`src/rtl/tit_pkg.sv`:
```
// Shared types and constants for the timer table.
// Used by tit_cell, tit_chain and timeout_interval_timer_table; depends on nothing.
package tit_pkg;

   // Command codes of an input transaction.
   localparam logic [1:0] CMD_SCHEDULE = 2'd0;
   localparam logic [1:0] CMD_CLEAR    = 2'd1;
   localparam logic [1:0] CMD_TICK     = 2'd2;

   // Event kinds of a result transaction.
   localparam logic [1:0] EVT_ASSIGNED = 2'd0;
   localparam logic [1:0] EVT_FIRED    = 2'd1;
   localparam logic [1:0] EVT_REJECTED = 2'd2;

   // A single tick reports at most this many fired timers.
   localparam int FIRE_W = 5;
   localparam logic [FIRE_W-1:0] MAX_RESULTS = 5'd16;

   // Input transaction payload.
   typedef struct packed {
      logic [1:0]  cmd;
      logic [31:0] duration_ms;
      logic        repeat_flag;
      logic [31:0] target_id;
   } req_type;

   // Result transaction payload.
   typedef struct packed {
      logic [1:0]  event_kind;
      logic [31:0] event_id;
      logic        last_of_run;
   } rsp_type;

   // Payload of one timer entry.
   typedef struct packed {
      logic [31:0] ident;
      logic [31:0] period;
      logic [47:0] due;
      logic        periodic;
   } slot_type;

   // Operation applied to the whole row of cells at once.
   typedef struct packed {
      logic shift;    // every cell takes its upper neighbor's entry
      logic compact;  // entries slide down into empty cells
      logic write;    // the selected cell loads a new entry
   } chain_ctrl_type;

   // Sequencer states.
   typedef enum logic [1:0] {
      ST_IDLE,
      ST_PASS,
      ST_COMPACT,
      ST_FLUSH
   } state_type;

endpackage

```
`src/rtl/tit_cell.sv`:
```
// One cell of the timer row: holds a single timer entry and its valid bit.
// Depends on tit_pkg for the entry and control types.
module tit_cell (
   input  logic                    clock,
   input  logic                    reset,
   input  tit_pkg::chain_ctrl_type ctrl,
   input  logic                    wr_sel,
   input  tit_pkg::slot_type       wr_slot,
   input  logic                    up_valid,
   input  tit_pkg::slot_type       up_slot,
   input  logic                    low_valid,
   output logic                    cur_valid,
   output tit_pkg::slot_type       cur_slot,
   output logic                    gap
);

   logic              valid_ff;
   logic              valid_in;
   tit_pkg::slot_type slot_ff;
   tit_pkg::slot_type slot_in;
   logic              take_up;
   logic              vacate;

   // Compaction is local: an empty cell pulls a valid upper neighbor down,
   // and a valid cell above an empty one gives its entry away.
   assign take_up = !valid_ff && up_valid;
   assign vacate  = valid_ff && !low_valid;
   assign gap     = take_up;

   always_comb begin
      valid_in = valid_ff;
      slot_in  = slot_ff;
      priority if (ctrl.write && wr_sel) begin
         valid_in = 1'b1;
         slot_in  = wr_slot;
      end else if (ctrl.shift) begin
         valid_in = up_valid;
         slot_in  = up_slot;
      end else if (ctrl.compact && take_up) begin
         valid_in = 1'b1;
         slot_in  = up_slot;
      end else if (ctrl.compact && vacate) begin
         valid_in = 1'b0;
      end
   end

   always_ff @(posedge clock) begin
      if (reset) begin
         valid_ff <= 1'b0;
      end else begin
         valid_ff <= valid_in;
      end
   end

   always_ff @(posedge clock) begin
      slot_ff <= slot_in;
   end

   assign cur_valid = valid_ff;
   assign cur_slot  = slot_ff;

endmodule

```
`src/rtl/tit_chain.sv`:
```
// Row of timer cells: shifts toward cell 0 on a pass and closes gaps on compaction.
// Depends on tit_pkg and tit_cell.
module tit_chain #(
   parameter int NUM_SLOTS = 16
) (
   input  logic                    clock,
   input  logic                    reset,
   input  tit_pkg::chain_ctrl_type ctrl,
   input  logic [NUM_SLOTS-1:0]    wr_sel,
   input  tit_pkg::slot_type       wr_slot,
   input  logic                    tail_valid,
   input  tit_pkg::slot_type       tail_slot,
   output logic                    head_valid,
   output tit_pkg::slot_type       head_slot,
   output logic                    packed_done
);

   logic [NUM_SLOTS-1:0] cell_valid;
   tit_pkg::slot_type    cell_slot [NUM_SLOTS];
   logic [NUM_SLOTS-1:0] up_valid;
   tit_pkg::slot_type    up_slot [NUM_SLOTS];
   logic [NUM_SLOTS-1:0] low_valid;
   logic [NUM_SLOTS-1:0] gap;

   for (genvar i = 0; i < NUM_SLOTS; i++) begin : g_cell
      // Neighbor wiring: the top cell is fed from the head logic during a
      // pass and sees an empty neighbor during compaction.
      if (i == NUM_SLOTS - 1) begin : g_top
         assign up_valid[i] = ctrl.compact ? 1'b0 : tail_valid;
         assign up_slot[i]  = tail_slot;
      end else begin : g_mid
         assign up_valid[i] = cell_valid[i+1];
         assign up_slot[i]  = cell_slot[i+1];
      end
      if (i == 0) begin : g_bottom
         assign low_valid[i] = 1'b1;
      end else begin : g_upper
         assign low_valid[i] = cell_valid[i-1];
      end

      tit_cell u_cell (
         .clock     (clock),
         .reset     (reset),
         .ctrl      (ctrl),
         .wr_sel    (wr_sel[i]),
         .wr_slot   (wr_slot),
         .up_valid  (up_valid[i]),
         .up_slot   (up_slot[i]),
         .low_valid (low_valid[i]),
         .cur_valid (cell_valid[i]),
         .cur_slot  (cell_slot[i]),
         .gap       (gap[i])
      );
   end

   // The row is packed once no empty cell has a valid entry above it.
   assign packed_done = ~|gap;
   assign head_valid  = cell_valid[0];
   assign head_slot   = cell_slot[0];

endmodule

```
`src/rtl/timeout_interval_timer_table.sv`:
```
// Table of one-shot and periodic timers driven by a millisecond tick.
// Depends on tit_pkg and tit_chain.
//
// Usage: an input transaction on req_ carries a command. Schedule stores a new
// timer due at the current time plus duration_ms and returns its id (or a
// rejection when all NUM_SLOTS entries are in use). Clear removes the oldest
// entry with target_id and returns nothing. Tick advances time by one
// millisecond and returns one fired result per due entry, oldest first, at
// most 16 per tick. The last result of each command has last_of_run set.
// A clear or tick walks the row of cells once, each entry passing in turn
// through the single head unit, then closes the gaps left by removed entries,
// then hands over its last result. req_stall is high while a command is in
// progress. The result register lets the next command start while a result
// still waits. When the result register is full and rsp_stall holds, the walk
// pauses at a fired entry while an earlier fired result is still pending.
// Reset empties the table, sets time to zero and the next id to one.
module timeout_interval_timer_table #(
   parameter int NUM_SLOTS = 16
) (
   input  logic             clock,
   input  logic             reset,
   input  logic             req_valid,
   output logic             req_stall,
   input  tit_pkg::req_type req_data,
   output logic             rsp_valid,
   input  logic             rsp_stall,
   output tit_pkg::rsp_type rsp_data
);

   localparam int IDX_W = (NUM_SLOTS > 1) ? $clog2(NUM_SLOTS) : 1;
   localparam int CNT_W = $clog2(NUM_SLOTS + 1);
   localparam logic [IDX_W-1:0] LAST_IDX = IDX_W'(NUM_SLOTS - 1);
   localparam logic [CNT_W-1:0] FULL_CNT = CNT_W'(NUM_SLOTS);

   // Sequencer and bookkeeping registers.
   tit_pkg::state_type      state_ff;
   tit_pkg::state_type      state_in;
   logic [47:0]             now_ff;
   logic [47:0]             now_in;
   logic [31:0]             next_id_ff;
   logic [31:0]             next_id_in;
   logic [CNT_W-1:0]        count_ff;
   logic [CNT_W-1:0]        count_in;
   logic [IDX_W-1:0]        pass_cnt_ff;
   logic [IDX_W-1:0]        pass_cnt_in;
   logic                    clear_mode_ff;
   logic                    clear_mode_in;
   logic [31:0]             target_ff;
   logic [31:0]             target_in;
   logic                    found_ff;
   logic                    found_in;
   logic [tit_pkg::FIRE_W-1:0] fire_cnt_ff;
   logic [tit_pkg::FIRE_W-1:0] fire_cnt_in;

   // Pending result, held until it is known whether it is the last one.
   logic                    pend_valid_ff;
   logic                    pend_valid_in;
   logic [1:0]              pend_kind_ff;
   logic [1:0]              pend_kind_in;
   logic [31:0]             pend_id_ff;
   logic [31:0]             pend_id_in;

   // Result register.
   logic                    rsp_valid_ff;
   logic                    rsp_valid_in;
   tit_pkg::rsp_type        rsp_ff;
   tit_pkg::rsp_type        rsp_in;

   // Control signals.
   logic                    accept;
   logic                    out_free;
   logic                    head_due;
   logic                    tick_fire;
   logic                    clear_hit;
   logic                    step;
   logic                    pass_end;
   logic                    sched_ok;
   logic                    out_load;
   logic                    out_last;
   tit_pkg::chain_ctrl_type chain_ctrl;
   logic [NUM_SLOTS-1:0]    wr_sel;
   tit_pkg::slot_type       wr_slot;
   logic                    tail_valid;
   tit_pkg::slot_type       tail_slot;
   logic                    head_valid;
   tit_pkg::slot_type       head_slot;
   logic                    packed_done;

   tit_chain #(
      .NUM_SLOTS (NUM_SLOTS)
   ) u_chain (
      .clock       (clock),
      .reset       (reset),
      .ctrl        (chain_ctrl),
      .wr_sel      (wr_sel),
      .wr_slot     (wr_slot),
      .tail_valid  (tail_valid),
      .tail_slot   (tail_slot),
      .head_valid  (head_valid),
      .head_slot   (head_slot),
      .packed_done (packed_done)
   );

   // Head unit: decides what happens to the entry leaving cell 0.
   assign out_free  = !rsp_valid_ff || !rsp_stall;
   assign head_due  = head_valid && (head_slot.due <= now_ff);
   assign tick_fire = !clear_mode_ff && head_due && (fire_cnt_ff < tit_pkg::MAX_RESULTS);
   assign clear_hit = clear_mode_ff && head_valid && !found_ff &&
                      (head_slot.ident == target_ff);

   always_comb begin
      tail_valid = head_valid;
      tail_slot  = head_slot;
      if (tick_fire) begin
         if (head_slot.periodic) begin
            tail_slot.due = head_slot.due + {16'd0, head_slot.period};
         end else begin
            tail_valid = 1'b0;
         end
      end else if (clear_hit) begin
         tail_valid = 1'b0;
      end
   end

   // Outputs of the sequencer.
   always_comb begin
      req_stall  = (state_ff != tit_pkg::ST_IDLE);
      accept     = req_valid && !req_stall;
      sched_ok   = (count_ff != FULL_CNT);
      step       = (state_ff == tit_pkg::ST_PASS) &&
                   !(tick_fire && pend_valid_ff && !out_free);
      pass_end   = step && (pass_cnt_ff == LAST_IDX);
      chain_ctrl.shift   = step;
      chain_ctrl.compact = (state_ff == tit_pkg::ST_COMPACT);
      chain_ctrl.write   = accept && (req_data.cmd == tit_pkg::CMD_SCHEDULE) && sched_ok;
      for (int i = 0; i < NUM_SLOTS; i++) begin
         wr_sel[i] = (count_ff == CNT_W'(i));
      end
      wr_slot.ident    = next_id_ff;
      wr_slot.period   = req_data.duration_ms;
      wr_slot.due      = now_ff + {16'd0, req_data.duration_ms};
      wr_slot.periodic = req_data.repeat_flag;
      // A new fire pushes the held one out; the flush pushes the final one.
      out_load = 1'b0;
      out_last = 1'b0;
      if (step && tick_fire && pend_valid_ff) begin
         out_load = 1'b1;
      end else if ((state_ff == tit_pkg::ST_FLUSH) && pend_valid_ff && out_free) begin
         out_load = 1'b1;
         out_last = 1'b1;
      end
   end

   // Next state.
   always_comb begin
      state_in = state_ff;
      unique case (state_ff)
         tit_pkg::ST_IDLE: begin
            if (accept) begin
               unique case (req_data.cmd)
                  tit_pkg::CMD_SCHEDULE: state_in = tit_pkg::ST_FLUSH;
                  tit_pkg::CMD_CLEAR:    state_in = tit_pkg::ST_PASS;
                  tit_pkg::CMD_TICK:     state_in = tit_pkg::ST_PASS;
                  default:               state_in = tit_pkg::ST_IDLE;
               endcase
            end
         end
         tit_pkg::ST_PASS: begin
            if (pass_end) begin
               state_in = tit_pkg::ST_COMPACT;
            end
         end
         tit_pkg::ST_COMPACT: begin
            if (packed_done) begin
               state_in = tit_pkg::ST_FLUSH;
            end
         end
         tit_pkg::ST_FLUSH: begin
            if (!pend_valid_ff || out_free) begin
               state_in = tit_pkg::ST_IDLE;
            end
         end
         default: state_in = tit_pkg::ST_IDLE;
      endcase
   end

   // Datapath and bookkeeping updates.
   always_comb begin
      now_in        = now_ff;
      next_id_in    = next_id_ff;
      count_in      = count_ff;
      pass_cnt_in   = pass_cnt_ff;
      clear_mode_in = clear_mode_ff;
      target_in     = target_ff;
      found_in      = found_ff;
      fire_cnt_in   = fire_cnt_ff;
      pend_valid_in = pend_valid_ff;
      pend_kind_in  = pend_kind_ff;
      pend_id_in    = pend_id_ff;

      // Command start.
      if (accept) begin
         pass_cnt_in = '0;
         found_in    = 1'b0;
         fire_cnt_in = '0;
         unique case (req_data.cmd)
            tit_pkg::CMD_SCHEDULE: begin
               pend_valid_in = 1'b1;
               if (sched_ok) begin
                  pend_kind_in = tit_pkg::EVT_ASSIGNED;
                  pend_id_in   = next_id_ff;
                  next_id_in   = next_id_ff + 32'd1;
                  count_in     = count_ff + CNT_W'(1);
               end else begin
                  pend_kind_in = tit_pkg::EVT_REJECTED;
                  pend_id_in   = '0;
               end
            end
            tit_pkg::CMD_CLEAR: begin
               clear_mode_in = 1'b1;
               target_in     = req_data.target_id;
            end
            tit_pkg::CMD_TICK: begin
               clear_mode_in = 1'b0;
               now_in        = now_ff + 48'd1;
            end
            default: begin
               clear_mode_in = clear_mode_ff;
            end
         endcase
      end

      // One step of the walk through the row.
      if (step) begin
         pass_cnt_in = pass_cnt_ff + IDX_W'(1);
         if (tick_fire) begin
            pend_valid_in = 1'b1;
            pend_kind_in  = tit_pkg::EVT_FIRED;
            pend_id_in    = head_slot.ident;
            fire_cnt_in   = fire_cnt_ff + tit_pkg::FIRE_W'(1);
         end
         if (clear_hit) begin
            found_in = 1'b1;
         end
         if (head_valid && !tail_valid) begin
            count_in = count_ff - CNT_W'(1);
         end
      end

      // The final result leaves the pending register.
      if (out_load && out_last) begin
         pend_valid_in = 1'b0;
      end
   end

   // Result register update.
   always_comb begin
      rsp_valid_in = rsp_valid_ff && rsp_stall;
      rsp_in       = rsp_ff;
      if (out_load) begin
         rsp_valid_in       = 1'b1;
         rsp_in.event_kind  = pend_kind_ff;
         rsp_in.event_id    = pend_id_ff;
         rsp_in.last_of_run = out_last;
      end
   end

   always_ff @(posedge clock) begin
      if (reset) begin
         state_ff      <= tit_pkg::ST_IDLE;
         now_ff        <= '0;
         next_id_ff    <= 32'd1;
         count_ff      <= '0;
         pass_cnt_ff   <= '0;
         clear_mode_ff <= 1'b0;
         found_ff      <= 1'b0;
         fire_cnt_ff   <= '0;
         pend_valid_ff <= 1'b0;
         rsp_valid_ff  <= 1'b0;
      end else begin
         state_ff      <= state_in;
         now_ff        <= now_in;
         next_id_ff    <= next_id_in;
         count_ff      <= count_in;
         pass_cnt_ff   <= pass_cnt_in;
         clear_mode_ff <= clear_mode_in;
         found_ff      <= found_in;
         fire_cnt_ff   <= fire_cnt_in;
         pend_valid_ff <= pend_valid_in;
         rsp_valid_ff  <= rsp_valid_in;
      end
   end

   // Payload registers.
   always_ff @(posedge clock) begin
      target_ff    <= target_in;
      pend_kind_ff <= pend_kind_in;
      pend_id_ff   <= pend_id_in;
      rsp_ff       <= rsp_in;
   end

   assign rsp_valid = rsp_valid_ff;
   assign rsp_data  = rsp_ff;

endmodule
```
`config.mk`:
```
export PLATFORM = sky130hd
export DESIGN_NAME = timeout_interval_timer_table
export DESIGN_NICKNAME = d
export VERILOG_FILES = /design/src/rtl/tit_pkg.sv /design/src/rtl/tit_cell.sv /design/src/rtl/tit_chain.sv /design/src/rtl/timeout_interval_timer_table.sv
export SDC_FILE = /design/constraint.sdc
export NUM_CORES = 2
export LEC_CHECK = 0
export BUFFER_PORTS_ARGS = -buffer_cell sky130_fd_sc_hd__buf_4
export CAP_MARGIN = 20
export CORE_MARGIN = 4
export CORE_UTILIZATION = 40
export DETAILED_ROUTE_END_ITERATION = 10
export SETUP_SLACK_MARGIN = 0.02
export SYNTH_ARGS = -nofsm -noshare
export SYNTH_HDL_FRONTEND = slang
export SYNTH_HIERARCHICAL = 1
export SYNTH_SLANG_ARGS = --single-unit
```
`constraint.sdc`:
```
create_clock -name clock -period 8.6 [get_ports clock]
set_input_delay 0.86 -clock clock [delete_from_list [all_inputs] [get_ports clock]]
set_output_delay 0.86 -clock clock [all_outputs]
set_load 0.05 [all_outputs]
```
======== After elaboration in Yosys (flattened, before gate mapping) ========
Index checks and enable logic that the tools add are counted.
storage, ports and cells
  flip-flop bits (word level) ............. 2025
  input bits .............................. 71
  output and inout bits ................... 37
  word-level logic and storage cells ...... 428
operators by class
  $add $sub $neg .......................... 8
  $lt $le $gt $ge ......................... 2
  equality and inequality tests ........... 27
  muxes and demuxes ....................... 155
  reductions and logical operators ........ 140
operator list
  cell                   count
  $mux 113               48
  $mux 32                5
  $add 48x32->48         2
  $mux 48                2
  $mux 1                 78
  $logic_and 1x1->1      68
  $reduce_bool 4->1      15
  $add 48x1->48 const B  1
  $le 48x48->1           1
  $reduce_bool 3->1      16
  $eq 5x4->1 const B     8
  $mux 5                 8
  $add 32x1->32 const B  1
  $eq 32x32->1           1
  $logic_not 1->1        25
  $eq 5x3->1 const B     4
  $mux 2                 9
  $reduce_or 16->1       1
  $add 5x1->5 const B    2
  $eq 5x2->1 const B     2
  $mux 4                 2
  $pmux 2 s4             1
  $eq 2x2->1 const B     3
  $ne 2x2->1 const B     3
  18 further kinds       26

======== Longest topological paths before layout ========
  depth in word-level cells ............... 13
  mapped depth ............................ 20
  depth with buffers taken out ............ 18

======== Hierarchy ========
The synthesis kept the hierarchy.
modules (own cells, without submodules)
  module                        times used  cells each  area an instance (sq um)  seq. area each (sq um)
  tit_cell                      16          247         5062.4                    3413.3
  timeout_interval_timer_table  1           1666        14086.0                   4694.5
  tit_chain                     1           7           43.8                      0.0

======== Worst setup path before layout ========
No wires, ideal clock.
  kind .................................... flip-flop to flip-flop
  start ................................... register now_ff[39]
  end ..................................... register u_chain.g_cell[15].u_cell.slot_ff, in the netlist u_chain/g_cell[15].u_cell/cur_slot[0] (enable)
  library setup time ...................... 492 ps
  arrival time ............................ 5508 ps
  required time ........................... 8108 ps
  slack ................................... 2600 ps
  stages on the path, launching flop included .. 16
  buffers on the path ..................... 2
  clock period less this slack ............ 6000 ps
  path through ............................ dfxtp_1 > clkbuf_1 > inv_1 > ha_1 > nand4_1 > nor4_1 > and2_1 > a221oi_1 > a31o_2 > buf_2 > a31oi_1 > and2_1 > nor2b_1 > nor2b_1 > a21boi_0 > nand2b_1
on the way
  longest elaborated chain between the ends .. 9
  elaborated cells on any way between the ends .. 13
  those cells by class .................... order compare (1); mux (2); reduce/logical (10)
ends and longest elaborated chain
  element                         RTL line                             source
  from (decl)                     timeout_interval_timer_table.sv:38   logic [47:0] now_ff;
  from (signal assigned)          timeout_interval_timer_table.sv:282  now_ff <= now_in;
  $le 48x48->1                    timeout_interval_timer_table.sv:106  assign head_due = head_valid && (head_slot.due <= now_ff);
  $logic_and 1x1->1               timeout_interval_timer_table.sv:106
  $logic_and 1x1->1 (2 in a row)  timeout_interval_timer_table.sv:107  assign tick_fire = !clear_mode_ff && head_due && (fire_cnt_ff < tit_pkg::MAX_RESULTS);
  $mux 1                          timeout_interval_timer_table.sv:114  if (tick_fire) begin
  net tail_valid                  timeout_interval_timer_table.sv:83   logic tail_valid;
  $mux 1                          tit_chain.sv:29                      assign up_valid[i] = ctrl.compact ? 1'b0 : tail_valid;
  net u_chain.up_valid[15]        tit_chain.sv:20                      logic [NUM_SLOTS-1:0] up_valid;
  $logic_and 1x1->1               tit_cell.sv:26                       assign take_up = !valid_ff && up_valid;
  net u_chain.gap[15]             tit_chain.sv:23                      logic [NUM_SLOTS-1:0] gap;
  $logic_and 1x1->1               tit_cell.sv:39                       end else if (ctrl.compact && take_up) begin
  $reduce_bool 3->1 (no line)     --
  to (signal assigned)            tit_cell.sv:56                       slot_ff <= slot_in;
  to (decl)                       tit_cell.sv:19                       tit_pkg::slot_type slot_ff;
The timed path passes the listed nets, and every way through them passes these cells.
A chain may end at the register's enable or synchronous reset.

======== Worst setup path in the final report ========
  start ................................... register now_ff[21]
  end ..................................... register u_chain.g_cell[8].u_cell.slot_ff, in the netlist u_chain/g_cell[8].u_cell/cur_slot[95] (enable)
on the way
  longest elaborated chain between the ends .. 9
ends and longest elaborated chain
  element                         RTL line                             source
  $le 48x48->1                    timeout_interval_timer_table.sv:106
  $logic_and 1x1->1               timeout_interval_timer_table.sv:106
  $logic_and 1x1->1 (2 in a row)  timeout_interval_timer_table.sv:107
  $logic_and 1x1->1 (2 in a row)  timeout_interval_timer_table.sv:131  !(tick_fire && pend_valid_ff && !out_free);
  $logic_not 1->1                 timeout_interval_timer_table.sv:131
  $logic_and 1x1->1               timeout_interval_timer_table.sv:130  step = (state_ff == tit_pkg::ST_PASS) &&
  $reduce_bool 3->1 (no line)     --
  to (signal assigned)            tit_cell.sv:56
  to (decl)                       tit_cell.sv:19
No other way between the ends.

==> results <==
- For this run, design rule violations remaining after detail routing come to 0.
- The area inside the core boundary is between 0.2 and 0.25 mm².
- The relative slew slack is 0.2055.
- The worst-case reg-to-reg path depth is 12.
- For this design the static power due to leakage is 40.59 nW.
- The detailed-router iteration count before antenna repair is 5.
- Yosys printed 6 warnings.
- At the pin with the least slew margin, the transition time is between 1 and 1.5 ns.
- The die covers approximately 0.25 mm².
- The worst register-to-register path ends at u_chain/g_cell[8].u_cell/cur_slot[95]$_DFFE_PP_.
- Clock tree synthesis inserted a total of about 210 buffers.
- Setup repair after global routing left no endpoint under its margin.
- Entering global routing, the biggest net connects between 100 and 150 pins.
- The detailed router placed 50410 vias in this run.
- The HPWL after detailed placement is approximately 140000 µm.
- Yosys mapped a number of flops with a built-in enable equal to approximately 1900.
- The starting DRC count in detailed routing is between 4000 and 5000.
- After routing the design area is between 0.1 and 0.15 mm².
- The number of nets handed over by synthesis was between 5000 and 6000.
- Counting instances, the worst hold path has a depth of 1.
- The finished layout holds 9137 standard cells, fillers aside.
- Dividing the final minimum period by the clock period gives 0.6888.
- From bottom edge to top edge, the die measures around 500 µm.
- Wires add up to between 200000 and 250000 µm.
- The max-slew violation count is 0.
- The root buffer cell is clkbuf_16.
- After detailed routing, the average wire length per cell comes to 26.49 µm.
- For this design, the slowest cell found on the critical path is nand2b_4.
- The TritonCTS clock tree is done.
- The flop and latch count out of synthesis is between 2000 and 2500.
- Setup violations remaining at the end of the flow were counted as 0.
- The overall global routing resource usage is 0.1920.
- The remaining antenna violation count after routing is 0.
- Of the cells placed in the final design, the portion with a size suffix greater than 1 is 0.4045.
- After global routing the overflow that remains totals 0.
- Traced cell by cell, the critical path runs through inv_1, ha_1, nand4_1, nor3_1, and4_1, o41ai_1, a31o_2, a31o_2, inv_1, buf_4, nand2b_4, buf_4.
- The worst ir drop on vdd is around 0.26 mV.
- For this run, the slowest stage of the critical path takes 0.93 ns.
- The gate count of the mapped netlist is ~5600.
- The number of failing hold endpoints at the final stage was 0.
- The number of top-level pins is 108.
- The initial utilization of the core area, before any placement, comes to 0.4033.
- CTS saw roughly 2000 sinks.
- After clock tree synthesis, the setup repair step added 0 buffers.
- Max-cap violations in this run came to 0.
- In this run the power density over the cells is between 300 and 400 mW/mm².
- The area added between synthesis and finish is 11.97%.
- The congestion estimate from routability-driven global placement came to around 0.88.
- For the worst setup path, the data arrival time is 6.39 ns.
- The number of antenna violations at the first check in global routing came to 12.
- After detailed routing, the number of vias per cell comes to approximately 5.5.
- The final net count is about 6000.
- The number of distinct library cells after synthesis is between 70 and 80.
- The critical path launch point type is a flop.
- The endpoint with the worst hold slack is target_ff[8]$_DFFE_PP_.
- Counting I/O delays and the setup requirement, the final critical path takes between 5 and 6 ns.
- The share of async-settable or async-resettable flops after synthesis is 0.
- The total placed cells including tap cells is around 8700.
- The number of global-route vias before repair is around 52000.
- The count of buffers added on input and output ports is around 110.
- The first global-routing pass estimated 354600 µm of wire.
- The die width is approximately 500 µm.
- The final clock skew is 0.03085 ns.
- Clock-pin slew was measured on the worst setup and hold paths at roughly 0.07 ns.
- The library cell occupying the most area in the post-synthesis netlist is edfxtp_1.
- Adding up every negative setup slack in the final design gives 0 ns.
- The startpoint identified for the worst register-to-register timing path is now_ff[21]$_SDFFE_PP0P_.
- The critical path data required time is about 9 ns.
- The startpoint of the worst hold path is req_data[8].
- The slack of the worst reg-to-reg path is about 2.7 ns.
- Static timing analysis puts the maximum clock frequency at 168.8 MHz.
- The tightest min-delay check is of the in -> reg type.
- The average instance in the mapped netlist occupies around 17 µm².
- Buffers inserted to repair hold after CTS numbered 0.
- The share of synthesized area in the top cell type comes to 0.5919.
- The total power is around 33 mW.
- The most used flip-flop cell after synthesis is edfxtp_1.
- The worst-skew pair later-pin latency is around 0.85 ns.
- By count the netlist is led by 1875 x edfxtp_1, 960 x mux2_4, 854 x mux2_2, 205 x nor2_1, 155 x nand2_1.
- The clock tree synthesis step divided the H-tree into 4 levels.
- The type of element capturing the critical path is a flop.
- The flow ran to the end, and the final reports show no timing, DRC or antenna violations.
- Sorting the synthesized cells by area gives the leading types as edfxtp_1 59%, mux2_4 15%, mux2_2 10%.
- Summing all placed instances gives a cell area of between 0.09 and 0.1 mm².
- Of all nets on the critical path, the largest fanout is 47.
- The maximum buffer depth of the clock tree is 3.
- The most common cell in the netlist is edfxtp_1.
- After floorplanning, the core was divided into around 180 placement rows.
- After synthesis the cells add up to 0.09513 mm².
- Post-CTS repair changed the size of 0 cells.
- The critical setup path kind is reg -> reg.
- The post-synthesis sequential area ratio is 0.6234.
==> critical path, delay by kind of cell, from the launching register on <==
family / cells / cell delay [ns]
adder cells (fa/ha/maj): 1 / 0.30
flip-flops: 1 / 0.42
AO/OA/AOI/OAI: 3 / 0.97
AND/OR/NAND/NOR: 4 / 2.14
buffers and inverters: 4 / 1.60
==> worst max-delay path by stage <==
stage / startpoint / end / slack (ns) / depth (start not counted)
floorplan: now_ff[39]$_SDFFE_PP0P_ / u_chain/g_cell[15].u_cell/cur_slot[0]$_DFFE_PP_ / 2.60 / 15
global placement: now_ff[21]$_SDFFE_PP0P_ / u_chain/g_cell[7].u_cell/cur_slot[80]$_DFFE_PP_ / 2.82 / 12
detailed placement: now_ff[23]$_SDFFE_PP0P_ / u_chain/g_cell[8].u_cell/cur_slot[5]$_DFFE_PP_ / 2.66 / 12
CTS: now_ff[21]$_SDFFE_PP0P_ / u_chain/g_cell[8].u_cell/cur_slot[9]$_DFFE_PP_ / 2.69 / 12
global route: now_ff[23]$_SDFFE_PP0P_ / u_chain/g_cell[8].u_cell/cur_slot[9]$_DFFE_PP_ / 2.49 / 12
finish: now_ff[21]$_SDFFE_PP0P_ / u_chain/g_cell[8].u_cell/cur_slot[95]$_DFFE_PP_ / 2.68 / 12
==> through the flow <==
stage	hold slack [ns]	worst slack (ns)	util
after floorplan	0.4081	2.600	-
after global placement	0.4163	2.816	0.4207
after detailed placement	0.4196	2.659	0.4211
after CTS	0.1005	2.687	0.4510
after global routing	0.1376	2.490	0.4516
final	0.1814	2.677	0.4516
==> layout make-up <==
cell class	instances	area (µm²)
fill	20250	129300
sequential	2025	59310
multi-input combinational	3262	33960
clock buffer	265	5667
tap	3150	3941
timing repair buffer	224	1928
clock inverter	121	1378
inverter	88	330.3
antenna	2	5.005
==> power breakdown <==
part           internal, mW  switching [mW]
logic                  3.63            4.06
clock network          5.44            3.92
registers              15.3            1.17
total                  24.3            9.15
==> cells by family (layout without fill, tap and decap cells) <==
kind of cell             count (synthesis)  in the layout  share of synthesized area
AO/OA/AOI/OAI                          409            409                    0.02788
adder cells (fa/ha/maj)                133            133                    0.01765
multiplexers                          1818           1818                     0.2530
other                                    1              3                 0.00003942
XOR/XNOR                               180            180                    0.01657
AND/OR/NAND/NOR                        721            721                    0.03802
buffers and inverters                  338            698                    0.02335
flip-flops                            2025           2025                     0.6234
==> registers in the layout, indices dropped and copies added, names as in the netlist <==
register and count:
fire_cnt_ff 5, target_ff 32, next_id_ff 32, now_ff 48
rsp_data 35, clear_mode_ff 1, pend_kind_ff 2, u_chain/g_cell.u_cell/cur_valid 16
pend_valid_ff 1, rsp_valid 1, u_chain/g_cell.u_cell/cur_slot 1808, pend_id_ff 32
state_ff 2, count_ff 5, pass_cnt_ff 4, found_ff 1
==> placed cells by master (no fill, tap or decap), types with 75 or more instances in the layout <==
cell type  count
a21oi_1      107
buf_4        204
clkbuf_16    214
dfxtp_1      150
edfxtp_1    1875
ha_1         131
inv_1         86
mux2_2       854
mux2_4       960
nand2_1      139
nor2_1       204
o21ai_0       90
xnor2_1       94
xor2_1        75
==> layer usage <==
layer,global-route usage,part of all wire,vias to the layer above
li1,-,-,22110
met1,0.2707,0.46,26520
met2,0.3146,0.47,1461
met3,0.02617,0.052,314
met4,0.04759,0.021,4
met5,0,0.000091,-
Power figures use the tool's default switching activity.
